**src/hw/rtl/mfbr_pkg.sv**
```systemverilog
// Shared constants, command/status types and state codes for the marker framed byte receiver.
package mfbr_pkg;

  localparam int FRAME_CAPACITY = 8;

  localparam int BYTE_W = 8;
  localparam int IDX_W  = 3;
  localparam int LEN_W  = 4;
  localparam int WR_W   = $clog2(FRAME_CAPACITY + 1);
  localparam int RD_W   = (FRAME_CAPACITY > 1) ? $clog2(FRAME_CAPACITY) : 1;

  localparam int CFG_IDX_W  = 1;
  localparam int CFG_DATA_W = 8;

  localparam logic [CFG_IDX_W-1:0] REG_OPEN_BYTE  = 1'd0;
  localparam logic [CFG_IDX_W-1:0] REG_CLOSE_BYTE = 1'd1;

  localparam logic [BYTE_W-1:0] OPEN_BYTE_RESET  = 8'd60;
  localparam logic [BYTE_W-1:0] CLOSE_BYTE_RESET = 8'd62;

  typedef enum logic [2:0] {
    ST_IDLE   = 3'b001,
    ST_LISTEN = 3'b010,
    ST_EMIT   = 3'b100
  } state_t;

  typedef struct packed {
    logic clear_wr;
    logic store;
    logic clear_rd;
    logic load_out;
  } cmd_t;

  typedef struct packed {
    logic is_start;
    logic is_end;
    logic full;
    logic rd_last;
    logic out_free;
  } status_t;

endpackage

```
**src/hw/rtl/mfbr_rx_if.sv**
```systemverilog
// Input channel carrying one received byte per beat.
interface mfbr_rx_if;
  logic                        valid;
  logic                        ready;
  logic [mfbr_pkg::BYTE_W-1:0] rx_byte;

  modport source (output valid, output rx_byte, input ready);
  modport sink (input valid, input rx_byte, output ready);
endinterface

```
**src/hw/rtl/mfbr_tx_if.sv**
```systemverilog
// Output channel carrying one frame byte per beat.
interface mfbr_tx_if;
  logic                        valid;
  logic                        ready;
  logic [mfbr_pkg::BYTE_W-1:0] data_byte;
  logic [mfbr_pkg::IDX_W-1:0]  byte_index;
  logic [mfbr_pkg::LEN_W-1:0]  message_length;
  logic                        last;

  modport source (output valid, output data_byte, output byte_index,
                  output message_length, output last, input ready);
  modport sink (input valid, input data_byte, input byte_index,
                input message_length, input last, output ready);
endinterface

```
**src/hw/rtl/marker_framed_byte_receiver.sv**
```systemverilog
// Top level of the marker framed byte receiver.
//
//   channel  dir  beat payload                                      handshake
//   rx       in   rx_byte                                           valid/ready
//   frame    out  data_byte, byte_index, message_length, last       valid/ready
//   cfg      in   cfg_index, cfg_data                               cfg_write_en
//
// A byte is taken while idle or listening. An end marker starts a run of one
// result per stored byte (one result for an empty frame); the run loads a result
// from the frame store into the output register whenever the output is free.
// rx is held off during a run; the next byte is taken as soon as the last result
// is loaded, even while it still waits. Synchronous reset returns to idle with
// the default markers.
module marker_framed_byte_receiver (
  input  logic                            clk,
  input  logic                            rst,
  mfbr_rx_if.sink                         rx,
  mfbr_tx_if.source                       frame,
  input  logic                            cfg_write_en,
  input  logic [mfbr_pkg::CFG_IDX_W-1:0]  cfg_index,
  input  logic [mfbr_pkg::CFG_DATA_W-1:0] cfg_data
);

  mfbr_pkg::cmd_t    cmd;
  mfbr_pkg::status_t st;

  mfbr_ctrl u_ctrl (
    .clk      (clk),
    .rst      (rst),
    .rx_valid (rx.valid),
    .rx_ready (rx.ready),
    .st       (st),
    .cmd      (cmd)
  );

  mfbr_datapath u_datapath (
    .clk          (clk),
    .rst          (rst),
    .cfg_write_en (cfg_write_en),
    .cfg_index    (cfg_index),
    .cfg_data     (cfg_data),
    .rx_byte      (rx.rx_byte),
    .cmd          (cmd),
    .st           (st),
    .frame        (frame)
  );

endmodule

```
**src/hw/rtl/mfbr_ctrl.sv**
```systemverilog
// Frame controller state machine: idle, listen and emit sequencing.
module mfbr_ctrl (
  input  logic              clk,
  input  logic              rst,
  input  logic              rx_valid,
  output logic              rx_ready,
  input  mfbr_pkg::status_t st,
  output mfbr_pkg::cmd_t    cmd
);

  mfbr_pkg::state_t state;
  mfbr_pkg::state_t state_next;
  logic             accept;

  assign accept = rx_valid && rx_ready;

  always_comb begin
    state_next = state;
    cmd        = '0;
    rx_ready   = 1'b0;
    unique case (state)
      mfbr_pkg::ST_IDLE: begin
        rx_ready = 1'b1;
        if (accept && st.is_start) begin
          cmd.clear_wr = 1'b1;
          state_next   = mfbr_pkg::ST_LISTEN;
        end
      end
      mfbr_pkg::ST_LISTEN: begin
        rx_ready = 1'b1;
        if (accept) begin
          priority if (st.is_start) begin
            cmd.clear_wr = 1'b1;
          end else if (st.is_end) begin
            cmd.clear_rd = 1'b1;
            state_next   = mfbr_pkg::ST_EMIT;
          end else if (st.full) begin
            cmd.clear_wr = 1'b1;
            state_next   = mfbr_pkg::ST_IDLE;
          end else begin
            cmd.store = 1'b1;
          end
        end
      end
      mfbr_pkg::ST_EMIT: begin
        if (st.out_free) begin
          cmd.load_out = 1'b1;
          if (st.rd_last) begin
            cmd.clear_wr = 1'b1;
            state_next   = mfbr_pkg::ST_IDLE;
          end
        end
      end
      default: begin
        state_next = mfbr_pkg::ST_IDLE;
      end
    endcase
  end

  always_ff @(posedge clk) begin
    if (rst) begin
      state <= mfbr_pkg::ST_IDLE;
    end else begin
      state <= state_next;
    end
  end

  a_emit_blocks_input: assert property (@(posedge clk) disable iff (rst)
    state == mfbr_pkg::ST_EMIT |-> !rx_ready)
    else $error("input taken during emit");

  a_emit_follows_end: assert property (@(posedge clk) disable iff (rst)
    (state == mfbr_pkg::ST_LISTEN && accept && !st.is_start && st.is_end)
      |=> state == mfbr_pkg::ST_EMIT)
    else $error("end marker did not start emit");

endmodule

```
**src/hw/rtl/mfbr_datapath.sv**
```systemverilog
// Marker registers, frame store, index counters and output register.
module mfbr_datapath (
  input  logic                                clk,
  input  logic                                rst,
  input  logic                                cfg_write_en,
  input  logic [mfbr_pkg::CFG_IDX_W-1:0]      cfg_index,
  input  logic [mfbr_pkg::CFG_DATA_W-1:0]     cfg_data,
  input  logic [mfbr_pkg::BYTE_W-1:0]         rx_byte,
  input  mfbr_pkg::cmd_t                      cmd,
  output mfbr_pkg::status_t                   st,
  mfbr_tx_if.source                           frame
);

  logic [mfbr_pkg::BYTE_W-1:0] open_byte;
  logic [mfbr_pkg::BYTE_W-1:0] close_byte;
  logic [mfbr_pkg::BYTE_W-1:0] frame_store [mfbr_pkg::FRAME_CAPACITY];
  logic [mfbr_pkg::WR_W-1:0]   write_index;
  logic [mfbr_pkg::RD_W-1:0]   read_index;
  logic                        empty;
  logic                        out_valid;
  logic [mfbr_pkg::BYTE_W-1:0] data_byte;
  logic [mfbr_pkg::IDX_W-1:0]  byte_index;
  logic [mfbr_pkg::LEN_W-1:0]  message_length;
  logic                        last;

  assign empty       = (write_index == '0);
  assign st.is_start = (rx_byte == open_byte);
  assign st.is_end   = (rx_byte == close_byte);
  assign st.full     = (write_index == mfbr_pkg::WR_W'(mfbr_pkg::FRAME_CAPACITY));
  assign st.rd_last  = empty
                    || ((mfbr_pkg::WR_W'(read_index) + mfbr_pkg::WR_W'(1)) == write_index);
  assign st.out_free = !out_valid || frame.ready;

  always_ff @(posedge clk) begin
    if (rst) begin
      open_byte  <= mfbr_pkg::OPEN_BYTE_RESET;
      close_byte <= mfbr_pkg::CLOSE_BYTE_RESET;
    end else if (cfg_write_en) begin
      unique case (cfg_index)
        mfbr_pkg::REG_OPEN_BYTE:  open_byte  <= cfg_data;
        mfbr_pkg::REG_CLOSE_BYTE: close_byte <= cfg_data;
        default: begin
        end
      endcase
    end
  end

  always_ff @(posedge clk) begin
    if (cmd.store) begin
      frame_store[write_index[mfbr_pkg::RD_W-1:0]] <= rx_byte;
    end
  end

  always_ff @(posedge clk) begin
    if (rst) begin
      write_index <= '0;
      read_index  <= '0;
    end else begin
      if (cmd.clear_wr) begin
        write_index <= '0;
      end else if (cmd.store) begin
        write_index <= write_index + mfbr_pkg::WR_W'(1);
      end
      if (cmd.clear_rd) begin
        read_index <= '0;
      end else if (cmd.load_out) begin
        read_index <= read_index + mfbr_pkg::RD_W'(1);
      end
    end
  end

  always_ff @(posedge clk) begin
    if (rst) begin
      out_valid <= 1'b0;
    end else if (cmd.load_out) begin
      out_valid <= 1'b1;
    end else if (frame.ready) begin
      out_valid <= 1'b0;
    end
  end

  always_ff @(posedge clk) begin
    if (cmd.load_out) begin
      data_byte      <= empty ? '0 : frame_store[read_index];
      byte_index     <= mfbr_pkg::IDX_W'(read_index);
      message_length <= mfbr_pkg::LEN_W'(write_index);
      last           <= st.rd_last;
    end
  end

  assign frame.valid          = out_valid;
  assign frame.data_byte      = data_byte;
  assign frame.byte_index     = byte_index;
  assign frame.message_length = message_length;
  assign frame.last           = last;

  a_wr_bounded: assert property (@(posedge clk) disable iff (rst)
    write_index <= mfbr_pkg::WR_W'(mfbr_pkg::FRAME_CAPACITY))
    else $error("write index past capacity");

  a_no_store_when_full: assert property (@(posedge clk) disable iff (rst)
    cmd.store |-> !st.full)
    else $error("store into full frame");

  a_read_in_frame: assert property (@(posedge clk) disable iff (rst)
    (cmd.load_out && !empty) |-> (mfbr_pkg::WR_W'(read_index) < write_index))
    else $error("read beyond stored bytes");

  a_load_only_when_free: assert property (@(posedge clk) disable iff (rst)
    cmd.load_out |-> st.out_free)
    else $error("output overwritten before taken");

endmodule

```
**src/flat_wrapper.sv**
```systemverilog
// flat-port wrapper written by rule: the top's interface ports become plain ports
module marker_framed_byte_receiver_flat 
  (clk, rst, cfg_write_en, cfg_index, cfg_data, rx_valid, rx_rx_byte, rx_ready, frame_valid, frame_data_byte, frame_byte_index, frame_message_length, frame_last, frame_ready);
  mfbr_rx_if rx_i ();
  mfbr_tx_if frame_i ();
  input  logic clk;
  input  logic rst;
  input  logic cfg_write_en;
  input  logic [mfbr_pkg::CFG_IDX_W-1:0] cfg_index;
  input  logic [mfbr_pkg::CFG_DATA_W-1:0] cfg_data;
  input wire logic [$bits(rx_i.valid)-1:0] rx_valid;
  input wire logic [$bits(rx_i.rx_byte)-1:0] rx_rx_byte;
  output wire logic [$bits(rx_i.ready)-1:0] rx_ready;
  output wire logic [$bits(frame_i.valid)-1:0] frame_valid;
  output wire logic [$bits(frame_i.data_byte)-1:0] frame_data_byte;
  output wire logic [$bits(frame_i.byte_index)-1:0] frame_byte_index;
  output wire logic [$bits(frame_i.message_length)-1:0] frame_message_length;
  output wire logic [$bits(frame_i.last)-1:0] frame_last;
  input wire logic [$bits(frame_i.ready)-1:0] frame_ready;
  assign rx_i.valid = rx_valid;
  assign rx_i.rx_byte = rx_rx_byte;
  assign rx_ready = rx_i.ready;
  assign frame_valid = frame_i.valid;
  assign frame_data_byte = frame_i.data_byte;
  assign frame_byte_index = frame_i.byte_index;
  assign frame_message_length = frame_i.message_length;
  assign frame_last = frame_i.last;
  assign frame_i.ready = frame_ready;
  marker_framed_byte_receiver u_core (.clk(clk), .rst(rst), .rx(rx_i), .frame(frame_i), .cfg_write_en(cfg_write_en), .cfg_index(cfg_index), .cfg_data(cfg_data));
endmodule
```
**config.mk**
```make
export PLATFORM = sky130hd
export DESIGN_NAME = marker_framed_byte_receiver_flat
export DESIGN_NICKNAME = d
export VERILOG_FILES = /design/src/hw/rtl/mfbr_pkg.sv /design/src/hw/rtl/mfbr_rx_if.sv /design/src/hw/rtl/mfbr_tx_if.sv /design/src/hw/rtl/marker_framed_byte_receiver.sv /design/src/hw/rtl/mfbr_ctrl.sv /design/src/hw/rtl/mfbr_datapath.sv /design/src/flat_wrapper.sv
export SDC_FILE = /design/constraint.sdc
export NUM_CORES = 1
export LEC_CHECK = 0
export ABC_AREA = 1
export BUFFER_PORTS_ARGS = -buffer_cell sky130_fd_sc_hd__buf_4
export CORE_MARGIN = 3
export CORE_UTILIZATION = 61
export CTS_CLUSTER_SIZE = 25
export DETAILED_ROUTE_END_ITERATION = 12
export GPL_TIMING_DRIVEN = 0
export PLACE_DENSITY = 0.81
export SYNTH_ARGS = -nofsm -noshare
export SYNTH_HDL_FRONTEND = slang
export SYNTH_SLANG_ARGS = --single-unit
```
**constraint.sdc**
```tcl
create_clock -name clk -period 4.2 [get_ports clk]
set_input_delay 0.84 -clock clk [delete_from_list [all_inputs] [get_ports clk]]
set_output_delay 0.84 -clock clk [all_outputs]
set_load 0.02 [all_outputs]
```
==> run summary <==
The global route total overflow was 0; the insertion delay to the later sink of the worst-skew pair was 0.37 ns. For the number of antenna violations at the first check in global routing, the log shows 0. The via density per instance is 5.42.

The analysis attributes to cell leakage a power of 1.99 nW. The depth of the worst register-to-register path is 9, and the sink count of the clock tree is 107. 40 I/O pins were placed. In this run the most critical hold path is launched from u_core.u_datapath.write_index[2].

The critical-path cell with the highest stage delay is sky130_fd_sc_hd__nor3_1. The cell type contributing the most total cell area after synthesis is sky130_fd_sc_hd__edfxtp_1. Instance count of the mapped netlist: 453. Setup repair after global routing left no endpoint under its margin. Type of the setup path with the least slack: register to register. Post-route core utilization: 0.735.

Gates resized during post-CTS repair numbered 0. Number of distinct library cells after synthesis: 28. The depth of the worst hold-timing path was 0.

The share of the yosys chip area belonging to registers was 0.644; the full die area was 0.00857 mm². The first TritonRoute pass finished after 9 iterations. The share of the clock period used by the worst path is 0.666, and the number of synthesis warnings is 0. CTS built an H-tree with a depth of 3. The first global-routing pass estimated 15,100 µm of wire. Once placement finished, the instance area stood at 0.00498 mm².

The final setup violation count came out at 0. The die extent in x works out to 92.6 µm. The fraction of layout cells with a size suffix above 1 was 0.169; the highest achievable clock rate was 357 MHz. At the worst endpoint, the required time is 4.19 ns.

The area of the mapped netlist is 0.00457 mm², and the global placement routability congestion is 0.878. The clock-pin slew on the worst setup and hold paths came out at 0.11 ns. The accumulated negative setup slack is 0 ns, and the share of synthesized registers carrying an async set or reset is 0. For the maximum clock insertion buffer count, the log shows 2.

The tools report the buffer type at the clock tree root as sky130_fd_sc_hd__clkbuf_8. On the worst path, the slowest cell contributes a delay of 0.91 ns. Across the VDD grid, the largest voltage drop is 195 µV.

TritonCTS built the clock tree. The total CTS buffers was 9; the final-report max-slew violation count was 0. Traced cell by cell, the critical path runs through inv_1 -> ha_1 -> nand3_1 -> inv_1 -> nor2_1 -> nand2_2 -> nor2_4 -> nand2_2 -> nor3_1.

The die extent in y was 92.6 µm. The tools report the number of nets with antenna violations after routing as 0. The number of nets in the synthesized netlist was 478; the per-cell routed wire length was 14.8 µm.

Input and output buffers added on the ports amount to 39. In this run, synthesis produced a sequential element count of 107. The final cell area excluding filler cells came out at 0.00516 mm². Effective utilization at floorplan: 0.651. The tools report the register-to-register setup slack as 1.40 ns.

The number of max-capacitance violations reported is 0. STA classifies the critical path startpoint as a register. The flow ran to the end, but the final reports show violations.

The shortest clock period the worst path allows after layout came out at 2.80 ns. The share of the synthesized area in the top cell type came out at 0.525. Prevailing post-synth register cell: sky130_fd_sc_hd__edfxtp_1. Across all hold checks on the routed design, the worst slack comes to 0.439 ns. Compared with the post-synthesis result, the final layout area differs by 12.9%. For this design the ratio of total power to cell area is 347 mW/mm². The worst min-delay path category was register to register. The setup skew after layout is 0.0154 ns, and the per-instance average area after synthesis is 10.1 µm². In this run, synthesis inferred 80 flip-flops with an integrated enable. By count the netlist is led by sky130_fd_sc_hd__nand2_1, sky130_fd_sc_hd__edfxtp_1, sky130_fd_sc_hd__nor2_1.

The number of fill cells in the layout was 519; the number of remaining DRC errors was 2. The tools report the overall via count from detail_route as 3,273. The worst register-to-register path ends at u_core.u_datapath.frame_store[2][0].

In the post-synthesis netlist, the cell with the most instances is sky130_fd_sc_hd__nand2_1. The worst setup path is captured at a register. Sorting the synthesized cells by area gives the leading types as sky130_fd_sc_hd__edfxtp_1, sky130_fd_sc_hd__dfxtp_1, sky130_fd_sc_hd__nand2_1.

For hold timing, the worst endpoint is u_core.u_datapath.frame.message_length[2]. The run gives 0 as the post-CTS setup buffer count. The first routing iteration left 350 violations. The final antenna diode count was 0. The combined global-route utilization of all metal layers came out at 0.227. In this design, the largest share of critical-path delay is due to simple AND/OR/NAND/NOR gates.

The routed wire length was 8930 µm; the total count of hold-check failures in the final report was 0. The number of cell rows is 30. The floorplan step defined a core boundary enclosing 0.00702 mm². In this run the critical register-to-register path is launched from u_core.u_datapath.write_index[1]. For the pin with the worst max-slew slack, the measured transition is 1.19 ns. The logs give 0.203 for the worst relative slew slack and 2.79 ns for the worst endpoint data arrival time. The overall power of the completed layout came out at 0.00179 W.

The tools report the via count of the first global-routing pass as 3,190. Together, buffers and inverters on the worst path number 2. The estimated wirelength of the detail-placed design came out at 6440 µm. The final layout contains 528 nets. The checks that failed: design-rule violations. Entering global routing, the biggest net connects 21 pins. The count of hold buffers inserted by post-cts repair came out at 0. The largest driver fanout on the critical path was 8.
worst max path at each step:
stage | from | to | slack, ns | depth (start not counted)
2_1_floorplan | rx_rx_byte[1] | u_core.u_datapath.frame_store[3][0] | 1.75 | 8
6_report | u_core.u_datapath.write_index[1] | u_core.u_datapath.frame_store[2][0] | 1.40 | 9
3_5_place_dp | rx_rx_byte[1] | u_core.u_datapath.frame_store[2][3] | 1.10 | 9
3_3_place_gp | rx_rx_byte[7] | u_core.u_datapath.frame_store[3][2] | 1.17 | 10
4_1_cts | u_core.u_datapath.write_index[1] | u_core.u_datapath.frame_store[2][0] | 1.39 | 9
5_1_grt | u_core.u_datapath.write_index[1] | u_core.u_datapath.frame_store[2][0] | 1.17 | 9
cells by family after synthesis:
kind of cell	share of synthesized area
simple gates	0.184
flops	0.644
compound gates	0.0922
buf+inv	0.0490
xor+xnor	0.0230
fa+ha+maj	0.00821
power breakdown:
group	total, W	leakage [nW]	switching, W	internal, W
combinational	0.0000789	0.964	0.0000454	0.0000335
clock	0.000565	0.0779	0.000348	0.000217
sequential	0.00115	0.947	0.00000650	0.00114
worst register-to-register path, cell delays in order, from the launching register on:
cell	delay, ns
sky130_fd_sc_hd__dfxtp_1	0.44
sky130_fd_sc_hd__inv_1	0.16
sky130_fd_sc_hd__ha_1	0.23
sky130_fd_sc_hd__nand3_1	0.10
sky130_fd_sc_hd__inv_1	0.06
sky130_fd_sc_hd__nor2_1	0.13
sky130_fd_sc_hd__nand2_2	0.12
sky130_fd_sc_hd__nor2_4	0.17
sky130_fd_sc_hd__nand2_2	0.10
sky130_fd_sc_hd__nor3_1	0.91
layout make-up:
type,instances,area [µm²],area share
Clock buffer,9,124,0.0240
Sequential cell,107,2940,0.570
Tap cell,96,120,0.0233
Inverter,40,150,0.0291
Buffer,15,73.8,0.0143
Multi-Input combinational cell,291,1410,0.272
Timing Repair Buffer,39,293,0.0567
Clock inverter,7,52.6,0.0102
per-layer routing:
layer,track usage,vias up,routed length (µm)
met3,0.0260,10,478
met5,0,-,0
met1,0.302,1528,3940
met4,0.0916,0,127
met2,0.381,104,4380
li1,-,1631,-
placed cells by master, fill, tap and decap left out, drive strengths merged:
master	count
nand2	95
edfxtp	80
nor2	76
buf	49
o21ai	47
inv	41
dfxtp	27
nand3	18
clkbuf	14
a21oi	12
xnor2	10
o22ai	8
a31oi	8
clkinvlp	4
nand4	4
nor3	4
o211ai	3
ha	3
xor2	2
clkinv	2
nand3b	1
state kept, by name, summed over array words and instances, names as in the netlist:
name,count
u_core.u_datapath.open_byte,8
u_core.u_datapath.close_byte,8
u_core.u_datapath.frame.message_length,4
u_core.u_datapath.frame.data_byte,8
u_core.u_datapath.read_index,3
u_core.u_datapath.frame.valid,1
u_core.u_datapath.frame_store,64
u_core.u_datapath.write_index,4
u_core.u_datapath.frame.last,1
u_core.u_datapath.frame.byte_index,3
u_core.u_ctrl.state,3
per-stage QoR:
stage | setup WS, ns | std cells
after floorplan | 1.75 | 453
final | 1.40 | 604
after global placement | 1.17 | 588
after detailed placement | 1.10 | 588
after CTS | 1.39 | 604
after global routing | 1.17 | 604
Power figures use the tool's default switching activity.
